--- config.mk ---
export PLATFORM = sky130hd
export DESIGN_NAME = freed_tracking_packet_parser_core
export DESIGN_NICKNAME = d
export VERILOG_FILES = /design/src/hdl/fttp_pkg.sv /design/src/hdl/fttp_in_reg.sv /design/src/hdl/fttp_parse.sv /design/src/hdl/freed_tracking_packet_parser_core.sv
export SDC_FILE = /design/constraint.sdc
export NUM_CORES = 1
export LEC_CHECK = 0
export BUFFER_PORTS_ARGS = -buffer_cell sky130_fd_sc_hd__buf_2
export CAP_MARGIN = 20
export CORE_MARGIN = 2
export CORE_UTILIZATION = 53
export DETAILED_ROUTE_END_ITERATION = 8
export PLACE_DENSITY = 0.77
export SLEW_MARGIN = 20
export SYNTH_ARGS = -nofsm -noshare
export SYNTH_HDL_FRONTEND = slang
export SYNTH_HIERARCHICAL = 1
export SYNTH_SLANG_ARGS = --single-unit
--- constraint.sdc ---
create_clock -name clk -period 10.85 [get_ports clk]
set_input_delay 1.085 -clock clk [delete_from_list [all_inputs] [get_ports clk]]
set_output_delay 1.085 -clock clk [all_outputs]
set_load 0.005 [all_outputs]
--- src/hdl/fttp_pkg.sv ---
package fttp_pkg;

    localparam int LEN_EXT = 41;
    localparam int LEN_STD = 29;
    localparam int CNT_W = 6;

    localparam logic [7:0] MSG_TYPE = 8'hD1;

    localparam logic [1:0] ST_OK       = 2'd0;
    localparam logic [1:0] ST_BAD_TYPE = 2'd1;
    localparam logic [1:0] ST_BAD_XOR  = 2'd2;
    localparam logic [1:0] ST_BAD_LEN  = 2'd3;

    localparam int TDATA_W = 232;
    localparam int TUSER_W = 3;

    typedef logic [LEN_EXT-1:0][7:0] byte_line_t;

    typedef struct packed {
        logic [7:0] data_byte;
        logic       last_byte;
    } in_beat_t;

    typedef struct packed {
        logic [31:0] pan_angle;
        logic [31:0] tilt_angle;
        logic [31:0] roll_angle;
        logic [31:0] pos_x;
        logic [31:0] pos_y;
        logic [31:0] pos_z;
        logic [15:0] zoom_value;
        logic [15:0] focus_value;
        logic [3:0]  device_id;
        logic        extended_format;
        logic [1:0]  parse_status;
    } result_t;

endpackage

--- src/hdl/fttp_in_reg.sv ---
module fttp_in_reg (
    input  logic              clk,
    input  logic              rst_n,
    input  logic              s_tvalid,
    output logic              s_tready,
    input  fttp_pkg::in_beat_t s_beat,
    output logic              beat_valid,
    output fttp_pkg::in_beat_t beat,
    input  logic              beat_taken
);
    import fttp_pkg::*;

    logic     valid_reg;
    in_beat_t beat_reg;

    assign s_tready   = !valid_reg || beat_taken;
    assign beat_valid = valid_reg;
    assign beat       = beat_reg;

    always_ff @(posedge clk or negedge rst_n)
    begin
        if (!rst_n)
        begin
            valid_reg <= 1'b0;
        end
        else if (s_tready)
        begin
            valid_reg <= s_tvalid;
        end
    end

    always_ff @(posedge clk)
    begin
        if (s_tready && s_tvalid)
        begin
            beat_reg <= s_beat;
        end
    end

endmodule

--- src/hdl/fttp_parse.sv ---
module fttp_parse (
    input  logic               clk,
    input  logic               rst_n,
    input  logic               beat_valid,
    input  fttp_pkg::in_beat_t beat,
    input  logic               out_free,
    output logic               beat_taken,
    output logic               done,
    output fttp_pkg::result_t  result
);
    import fttp_pkg::*;

    localparam logic [CNT_W-1:0] CNT_EXT = CNT_W'(LEN_EXT);
    localparam logic [CNT_W-1:0] CNT_STD = CNT_W'(LEN_STD);

    byte_line_t       line_reg;
    byte_line_t       line_next;
    logic [CNT_W-1:0] count_reg;
    logic [CNT_W-1:0] count_next;
    logic [7:0]       xor_reg;
    logic [7:0]       xor_next;
    logic             ovf_reg;
    logic             ovf_next;
    logic             is_ext;
    logic [7:0]       type_byte;
    logic [1:0]       status;

    function automatic logic [31:0] be32(input byte_line_t l, input int top);
        be32 = {l[top], l[top-1], l[top-2], l[top-3]};
    endfunction

    function automatic logic [31:0] be24s(input byte_line_t l, input int top);
        be24s = {l[top], l[top-1], l[top-2], 8'h00};
    endfunction

    function automatic logic [15:0] be16(input byte_line_t l, input int top);
        be16 = {l[top], l[top-1]};
    endfunction

    assign beat_taken = beat_valid && (!beat.last_byte || out_free);
    assign done       = beat_taken && beat.last_byte;

    // newest byte at tap 0; packet byte k sits at tap (len - 1 - k)
    assign line_next  = {line_reg[LEN_EXT-2:0], beat.data_byte};
    assign count_next = (count_reg < CNT_EXT) ? count_reg + CNT_W'(1) : count_reg;
    assign ovf_next   = ovf_reg || (count_reg == CNT_EXT);
    assign xor_next   = xor_reg ^ beat.data_byte;
    assign is_ext     = (count_next == CNT_EXT);
    assign type_byte  = is_ext ? line_next[LEN_EXT-1] : line_next[LEN_STD-1];

    always_comb
    begin
        if (ovf_next || (count_next != CNT_EXT && count_next != CNT_STD))
        begin
            status = ST_BAD_LEN;
        end
        else if (type_byte != MSG_TYPE)
        begin
            status = ST_BAD_TYPE;
        end
        else if (is_ext && xor_next != 8'h00)
        begin
            status = ST_BAD_XOR;
        end
        else
        begin
            status = ST_OK;
        end
    end

    always_comb
    begin
        result = '0;
        if (status == ST_OK)
        begin
            if (is_ext)
            begin
                result.pan_angle       = be32(line_next, 13);
                result.tilt_angle      = be32(line_next, 9);
                result.roll_angle      = be32(line_next, 5);
                result.pos_x           = be32(line_next, 30);
                result.pos_y           = be32(line_next, 26);
                result.pos_z           = be32(line_next, 22);
                result.zoom_value      = be16(line_next, 18);
                result.focus_value     = be16(line_next, 16);
                result.device_id       = line_next[1][7:4];
                result.extended_format = 1'b1;
            end
            else
            begin
                result.pan_angle       = be24s(line_next, 27);
                result.tilt_angle      = be24s(line_next, 24);
                result.roll_angle      = be24s(line_next, 21);
                result.pos_x           = be32(line_next, 18);
                result.pos_y           = be32(line_next, 14);
                result.pos_z           = be32(line_next, 10);
                result.zoom_value      = be16(line_next, 6);
                result.focus_value     = be16(line_next, 4);
                result.device_id       = line_next[2][7:4];
                result.extended_format = 1'b0;
            end
        end
        result.parse_status = status;
    end

    always_ff @(posedge clk or negedge rst_n)
    begin
        if (!rst_n)
        begin
            count_reg <= '0;
            xor_reg   <= '0;
            ovf_reg   <= 1'b0;
        end
        else if (beat_taken)
        begin
            if (beat.last_byte)
            begin
                count_reg <= '0;
                xor_reg   <= '0;
                ovf_reg   <= 1'b0;
            end
            else
            begin
                count_reg <= count_next;
                xor_reg   <= xor_next;
                ovf_reg   <= ovf_next;
            end
        end
    end

    always_ff @(posedge clk)
    begin
        if (beat_taken)
        begin
            line_reg <= line_next;
        end
    end

endmodule

--- src/hdl/freed_tracking_packet_parser_core.sv ---
// Camera tracking packet parser (D1 message, 29-byte standard, 41-byte extended).
// Slave stream: one packet byte per beat in wire order, tlast on the final byte.
// Master stream: one result beat per packet, issued on the final byte.
// Every input beat is registered, then shifted into a 41-tap byte line with a
// running XOR and a saturating byte count. The final beat decodes straight from
// the line taps into the output register.
// Throughput: one byte per cycle, except that a final byte waits while the
// receiver stalls. A final byte leaves the input register into the output register.
// Status: 0 ok, 1 wrong type byte, 2 bad XOR (extended only), 3 bad length.
// Any error zeroes all fields except the status.
// Reset clears the count, XOR, overflow flag and both valid flags; the byte
// line is not cleared since a decode only reads bytes of the current packet.
// When the receiver stalls, the pending result holds in the output register;
// non-final bytes keep flowing, and a final byte waits in the input register
// until the output register frees up.
module freed_tracking_packet_parser_core (
    input  logic                          clk,
    input  logic                          rst_n,
    input  logic                          s_tvalid,
    output logic                          s_tready,
    input  logic [7:0]                    s_tdata,  // data_byte
    input  logic                          s_tlast,  // last_byte
    output logic                          m_tvalid,
    input  logic                          m_tready,
    // pan_angle, tilt_angle, roll_angle, pos_x, pos_y, pos_z, zoom_value,
    // focus_value, device_id, zero pad
    output logic [fttp_pkg::TDATA_W-1:0] m_tdata,
    output logic [fttp_pkg::TUSER_W-1:0] m_tuser   // extended_format, parse_status
);
    import fttp_pkg::*;

    in_beat_t s_beat;
    in_beat_t beat;
    logic     beat_valid;
    logic     beat_taken;
    logic     done;
    logic     out_free;
    result_t  result;
    logic     out_valid_reg;
    result_t  out_reg;

    assign s_beat.data_byte = s_tdata;
    assign s_beat.last_byte = s_tlast;
    assign out_free = !out_valid_reg || m_tready;

    fttp_in_reg u_in_reg (
        .clk        (clk),
        .rst_n      (rst_n),
        .s_tvalid   (s_tvalid),
        .s_tready   (s_tready),
        .s_beat     (s_beat),
        .beat_valid (beat_valid),
        .beat       (beat),
        .beat_taken (beat_taken)
    );

    fttp_parse u_parse (
        .clk        (clk),
        .rst_n      (rst_n),
        .beat_valid (beat_valid),
        .beat       (beat),
        .out_free   (out_free),
        .beat_taken (beat_taken),
        .done       (done),
        .result     (result)
    );

    always_ff @(posedge clk or negedge rst_n)
    begin
        if (!rst_n)
        begin
            out_valid_reg <= 1'b0;
        end
        else if (done)
        begin
            out_valid_reg <= 1'b1;
        end
        else if (m_tready)
        begin
            out_valid_reg <= 1'b0;
        end
    end

    always_ff @(posedge clk)
    begin
        if (done)
        begin
            out_reg <= result;
        end
    end

    assign m_tvalid = out_valid_reg;
    assign m_tdata  = {4'h0, out_reg.device_id, out_reg.focus_value, out_reg.zoom_value,
                       out_reg.pos_z, out_reg.pos_y, out_reg.pos_x,
                       out_reg.roll_angle, out_reg.tilt_angle, out_reg.pan_angle};
    assign m_tuser  = {out_reg.parse_status, out_reg.extended_format};

endmodule

# Word-level counts from Yosys, hierarchy flattened
# Cells that the tools add are included.
# word_totals
output_inout_bits	237
wordCells	97
inputBits	13
regBits	577
# classes
n_reduce_logical	17
n_addsub	1
bitwise	1
mux	11
order_cmp	1
n_eq_ne	5
# ops
cell	count
$mux W229	1
$mux W8	2
$eq A6 B6 Y1 const B	2
$mux W6	2
$ne A8 B8 Y1 const B	1
$reduce_bool A8 Y1	1
$xor A8 B8 Y8	1
$add A6 B1 Y6 const B	1
$lt A6 B6 Y1 const B	1
$mux W2	3
$ne A6 B5 Y1 const B	1
$ne A6 B6 Y1 const B	1
$logic_and A1 B1 Y1	5
$logic_or A1 B1 Y1	5
$logic_not A1 Y1	3
$mux W1	3
$logic_not A2 Y1	1
$reduce_and A2 Y1	1
$reduce_bool A2 Y1	1

# Longest topological paths before layout
# logic_depth
word_depth	9
ltp_mapped	12
ltp_nobuf	7

# Hierarchy
# The synthesis kept the hierarchy.
# by_module_without_submodules
mod	instances	area_each_um2	cells_each	seq_area_each_um2
fttp_parse	1	15979.1	1227	9984.6
freed_tracking_packet_parser_core	1	7018.0	239	6961.7
fttp_in_reg	1	324.1	13	295.3

# Worst setup path before layout
# No wires, ideal clock.
# synth_path
kind	input to register
start	input m_tready
end	register out_valid_reg, in the netlist m_tvalid
setup_ns	0.133
t_required_ns	10.717
arrival_ns	12.118
cell_stages	4
slack_ns	-1.401
n_path_buf	0
path_cell_list	nand2b_4 -> o21ai_0 -> nor2_1 -> nand2b_2
# synth_between
elab_chain_cells	5
word_cells_on_any_way	6
# synth_rtl
element	line_no	text
start, declared	freed_tracking_packet_parser_core.sv:24	input logic m_tready,
$logic_or A1 B1 Y1 *	freed_tracking_packet_parser_core.sv:44	assign out_free = !out_valid_reg || m_tready;
$logic_or A1 B1 Y1 *	fttp_parse.sv:40	assign beat_taken = beat_valid && (!beat.last_byte || out_free);
$logic_and A1 B1 Y1 *	fttp_parse.sv:40	
$logic_and A1 B1 Y1 *	fttp_parse.sv:41	assign done = beat_taken && beat.last_byte;
net done	freed_tracking_packet_parser_core.sv:36	logic done;
$mux W1 or $reduce_bool A2 Y1 (tied branches)	-	
end signal, assigned	freed_tracking_packet_parser_core.sv:72	out_valid_reg <= 1'b0;
end signal, assigned	freed_tracking_packet_parser_core.sv:76	out_valid_reg <= 1'b1;
end signal, assigned	freed_tracking_packet_parser_core.sv:80	out_valid_reg <= 1'b0;
end, declared	freed_tracking_packet_parser_core.sv:39	logic out_valid_reg;
# The timed path passes the listed nets; every way through them passes the cells marked *.
# A chain may end at the register's enable or synchronous reset.

# Final worst setup path
# layout_path
start	register u_parse.count_reg[0]
end	register out_reg (netlist bit m_tdata[194]), data pin
# layout_between
elab_chain_cells	8
word_cells_on_any_way	18
# layout_rtl
element	line_no	text
start, declared	fttp_parse.sv:18	logic [CNT_W-1:0] count_reg;
start signal, assigned	fttp_parse.sv:124	count_reg <= count_next;
$add A6 B1 Y6 or $lt A6 B6 Y1 (tied branches)	fttp_parse.sv:45	assign count_next = (count_reg < CNT_EXT) ? count_reg + CNT_W'(1) : count_reg;
$mux W6	fttp_parse.sv:45	
$eq A6 B6 Y1	fttp_parse.sv:48	assign is_ext = (count_next == CNT_EXT);
$mux W8 or $logic_and A1 B1 Y1 (tied branches)	fttp_parse.sv:49, fttp_parse.sv:61	
$ne A8 B8 Y1 or $mux W2 (tied branches)	fttp_parse.sv:57, fttp_parse.sv:61	
$mux W2	fttp_parse.sv:57	else if (type_byte != MSG_TYPE)
$mux W2	fttp_parse.sv:53	if (ovf_next || (count_next != CNT_EXT && count_next != CNT_STD))
$logic_not A2 Y1	fttp_parse.sv:74	if (status == ST_OK)
end signal, assigned	freed_tracking_packet_parser_core.sv:88	out_reg <= result;
end, declared	freed_tracking_packet_parser_core.sv:40	result_t out_reg;
# Parallel ways exist; a longest one is shown, timed or not.

==> flow_summary.yaml <==
yosys:
  yosys.area_share.simple: 0.0633
  avgSynthCellArea_sq_um: 15.8
  synth_cells: 1479
  async_flop_share: 0.0295
  synth_compound_area_frac: 0.156
  synthAdderAreaFrac: 0.00161
  synthXorXnorAreaFrac: 0.00338
  synth.top_cells.by_area: "edfxtp_1, a211oi_2, nand3_1"
  yosys.area.top_type: "edfxtp_1"
  ys_types: 55
  yosysTopAreaCellShare: 0.721
  yosysSeqAreaShare: 0.739
  synthFlopType: "edfxtp_1"
  synth_top_family_by_area: "compound AO/OA/AOI/OAI gates"
  syn-cell-area_sq_um: 23300
  synth_mux_area_frac: 0.00107
  ys_ff_latch: 577
  synth_edf_count: 560
  yosys_warnings: 6
worst_setup_path:
  end_kind: "register"
  required_ns: 11.15
  r2r_setup_slack_ns: 6.28
  worst_r2r_path_depth: 8
  worst_r2r_startpoint: "u_parse/count_reg[0]"
  r2r_end: "m_tdata[194]"
  criticalPathCategory: "register to register"
  critPathLaunchType: "register"
  cp_max_fo: 159
  arrival_ns: 4.87
floorplan:
  initial_utilization: 0.539
  die_y_um: 214
  die_w_um: 214
  pin_count: 250
  core.rowCount: 76
  core-area_sq_um: 43300
  dieArea_sq_um: 45700
timing:
  period_needed_ns: 4.57
  max_freq_ghz: 0.219
  hold_viol: 0
  worst_slew_pin_slew_ns: 1.13
  finalWorstSetupSlack_ns: 6.28
  maxSlewHeadroom: 0.247
  grt_setup_unrepaired: "false"
  finalCritPeriodShare: 0.421
  report.final.slew_viol_count: 0
  fin_skew_ns: 0.0173
  setup_viol: 0
  fin_setup_tns_ns: 0
place:
  gp_congestion: 0.836
  port-buffer-count: 245
  dpl_cell_area_sq_um: 24800
  dpl.hpwl_mm: 34.7
  dp_slack_ns: 6.27
power:
  power_frac_clock: 0.368
  share_seq_of_total_power: 0.574
  p_total_w: 0.00520
  vdd_ir_drop_max_mv: 0.147
  p_int_w: 0.00396
  pwr-share-comb: 0.059
  pwr_density_cell_nw_per_um2: 195
  power.share.switching: 0.238
  net-switching-power_w: 0.00124
  leakage_nw: 8.47
clock_network:
  cts_sinks: 577
  cts.reportedPaths.clkPinSlew_ns: 0.06
  cts_tree: "built"
  cts_made_buffers: 56
  cts_resized: 0
  clkLatencyLatePin_ns: 0.62
  cts_root_buf: "clkbuf_16"
  htreeDepth: 2
  cts_setup_buffers: 0
  clock_path_buffers: 3
  cts-hold-fix-buffers: 0
grt:
  grt_use_total: 0.250
  grt_max_degree: 206
  grt_pass1_vias: 13400
  grt_pass1_wl_mm: 84.5
  grt_antenna_before_repair: 0
  grt.overflow.total: 0
detailed_routing:
  first_iter_violations: 2094
  wl_per_cell_um: 25.4
  drtAntennaViolNets: 0
  drc_errors: 0
  firstDrtPassIters: 7
  vias_per_cell: 6.21
  wirelength_mm: 58.1
  vias: 14200
finish:
  layout-drive-gt1-share: 0.302
  n_antenna_cell: 0
  final_area_sq_um: 26600
  num-nets-final: 1673
  area.growth.synth_to_final_pct: 14.2
  largest_register_ffs: 320
worst_hold_path:
  holdCritPathClass: "primary input to asynchronous set/reset pin"
run_status:
  status: "finished clean"
job:
  maxCapViolations: 0
## area by class of cell
cell class	instances	area (sq um)
tap	585	732
clock inverter	35	339
sequential	577	17200
timing repair buffer	263	1470
inverter	16	67.6
multi-input combinational	743	5330
fill	3142	16600
clock buffer	68	1450
## synth_stat cells (all sizes together), types with 2 or more instances
master    n
xor2      9
a22o      8
nor2b     3
a211oi  204
a21oi     7
buf      55
o22ai     2
nor3b     2
nand2b    4
nand2     4
nand3   216
dfrtp    17
o21ai   219
and2     25
edfxtp  560
inv      15
clkbuf   91
nand4     2
nor3      2
nor4      3
nor2      8
ha        3
## cell families after synthesis
kind of cell	count (synthesis)
AO/OA/AOI/OAI	450
XOR/XNOR	9
adder cells (fa/ha/maj)	3
buffers and inverters	162
flip-flops	577
multiplexers	2
other	1
AND/OR/NAND/NOR	275
## power groups by stage
| stage | sequential (W) | combinational, W | clock (W) |
|---|---|---|---|
| floorplan | 0.00297 | 0.000185 | 0 |
| global placement | 0.00301 | 0.000296 | 0 |
| detailed placement | 0.00302 | 0.000302 | 0 |
| CTS | 0.00298 | 0.000304 | 0.00194 |
| global route | 0.00300 | 0.000337 | 0.00202 |
| finish | 0.00298 | 0.000304 | 0.00191 |
## worst max path at each step
stage	start	to	depth (start not counted)
after CTS	u_parse/count_reg[0]	m_tdata[194]	10
after floorplan	m_tready	s_tready	4
after global placement	u_parse/count_reg[0]	m_tdata[126]	8
after detailed placement	u_parse/count_reg[0]	m_tdata[194]	10
after global routing	u_parse/count_reg[0]	m_tdata[194]	8
final	u_parse/count_reg[0]	m_tdata[194]	8
## metal layers
metal / global-route usage / vias to the layer above / wire, um
met1: 0.366 / 7129 / 23800
met3: 0.0552 / 97 / 5170
met5: 0 / - / 0
met4: 0.0852 / 0 / 1880
met2: 0.375 / 781 / 27300
li1: - / 6193 / -
## per-stage QoR
stage / utilization / hold slack (ns) / std cells
4_1_cts: 0.614 / 0.402 / 2285
3_5_place_dp: 0.573 / 0.405 / 2182
3_3_place_gp: 0.572 / 0.401 / 2181
5_1_grt: 0.615 / 0.417 / 2287
6_report: 0.615 / 0.415 / 2287
2_1_floorplan: - / 0.400 / 1482
## critical path, stage by stage, from the launching register on
cell and delay (ns):
dfrtp_1 0.48, ha_1 0.36, and4b_1 0.25, a21oi_1 0.29, a311o_2 0.18, buf_4 0.72
o21ba_4 0.82, buf_12 0.85, a211oi_1 0.15
## cell usage in the layout (no fill, tap or decap), types with 4 or more instances in the layout
cell         n
conb_1       4
clkbuf_1    12
a211oi_1    44
buf_2      245
clkinv_2     7
dfrtp_1     17
clkinv_1    18
xor2_1       9
a211oi_2   160
clkbuf_16   56
a21oi_1      7
bufinv_16    6
nor2_1       6
inv_1       14
nand3_1    216
edfxtp_1   560
and2_1      24
buf_4       10
a22o_1       8
o21ai_1     16
o21ai_0    202
Note: power is estimated with default switching activity, not from simulation.
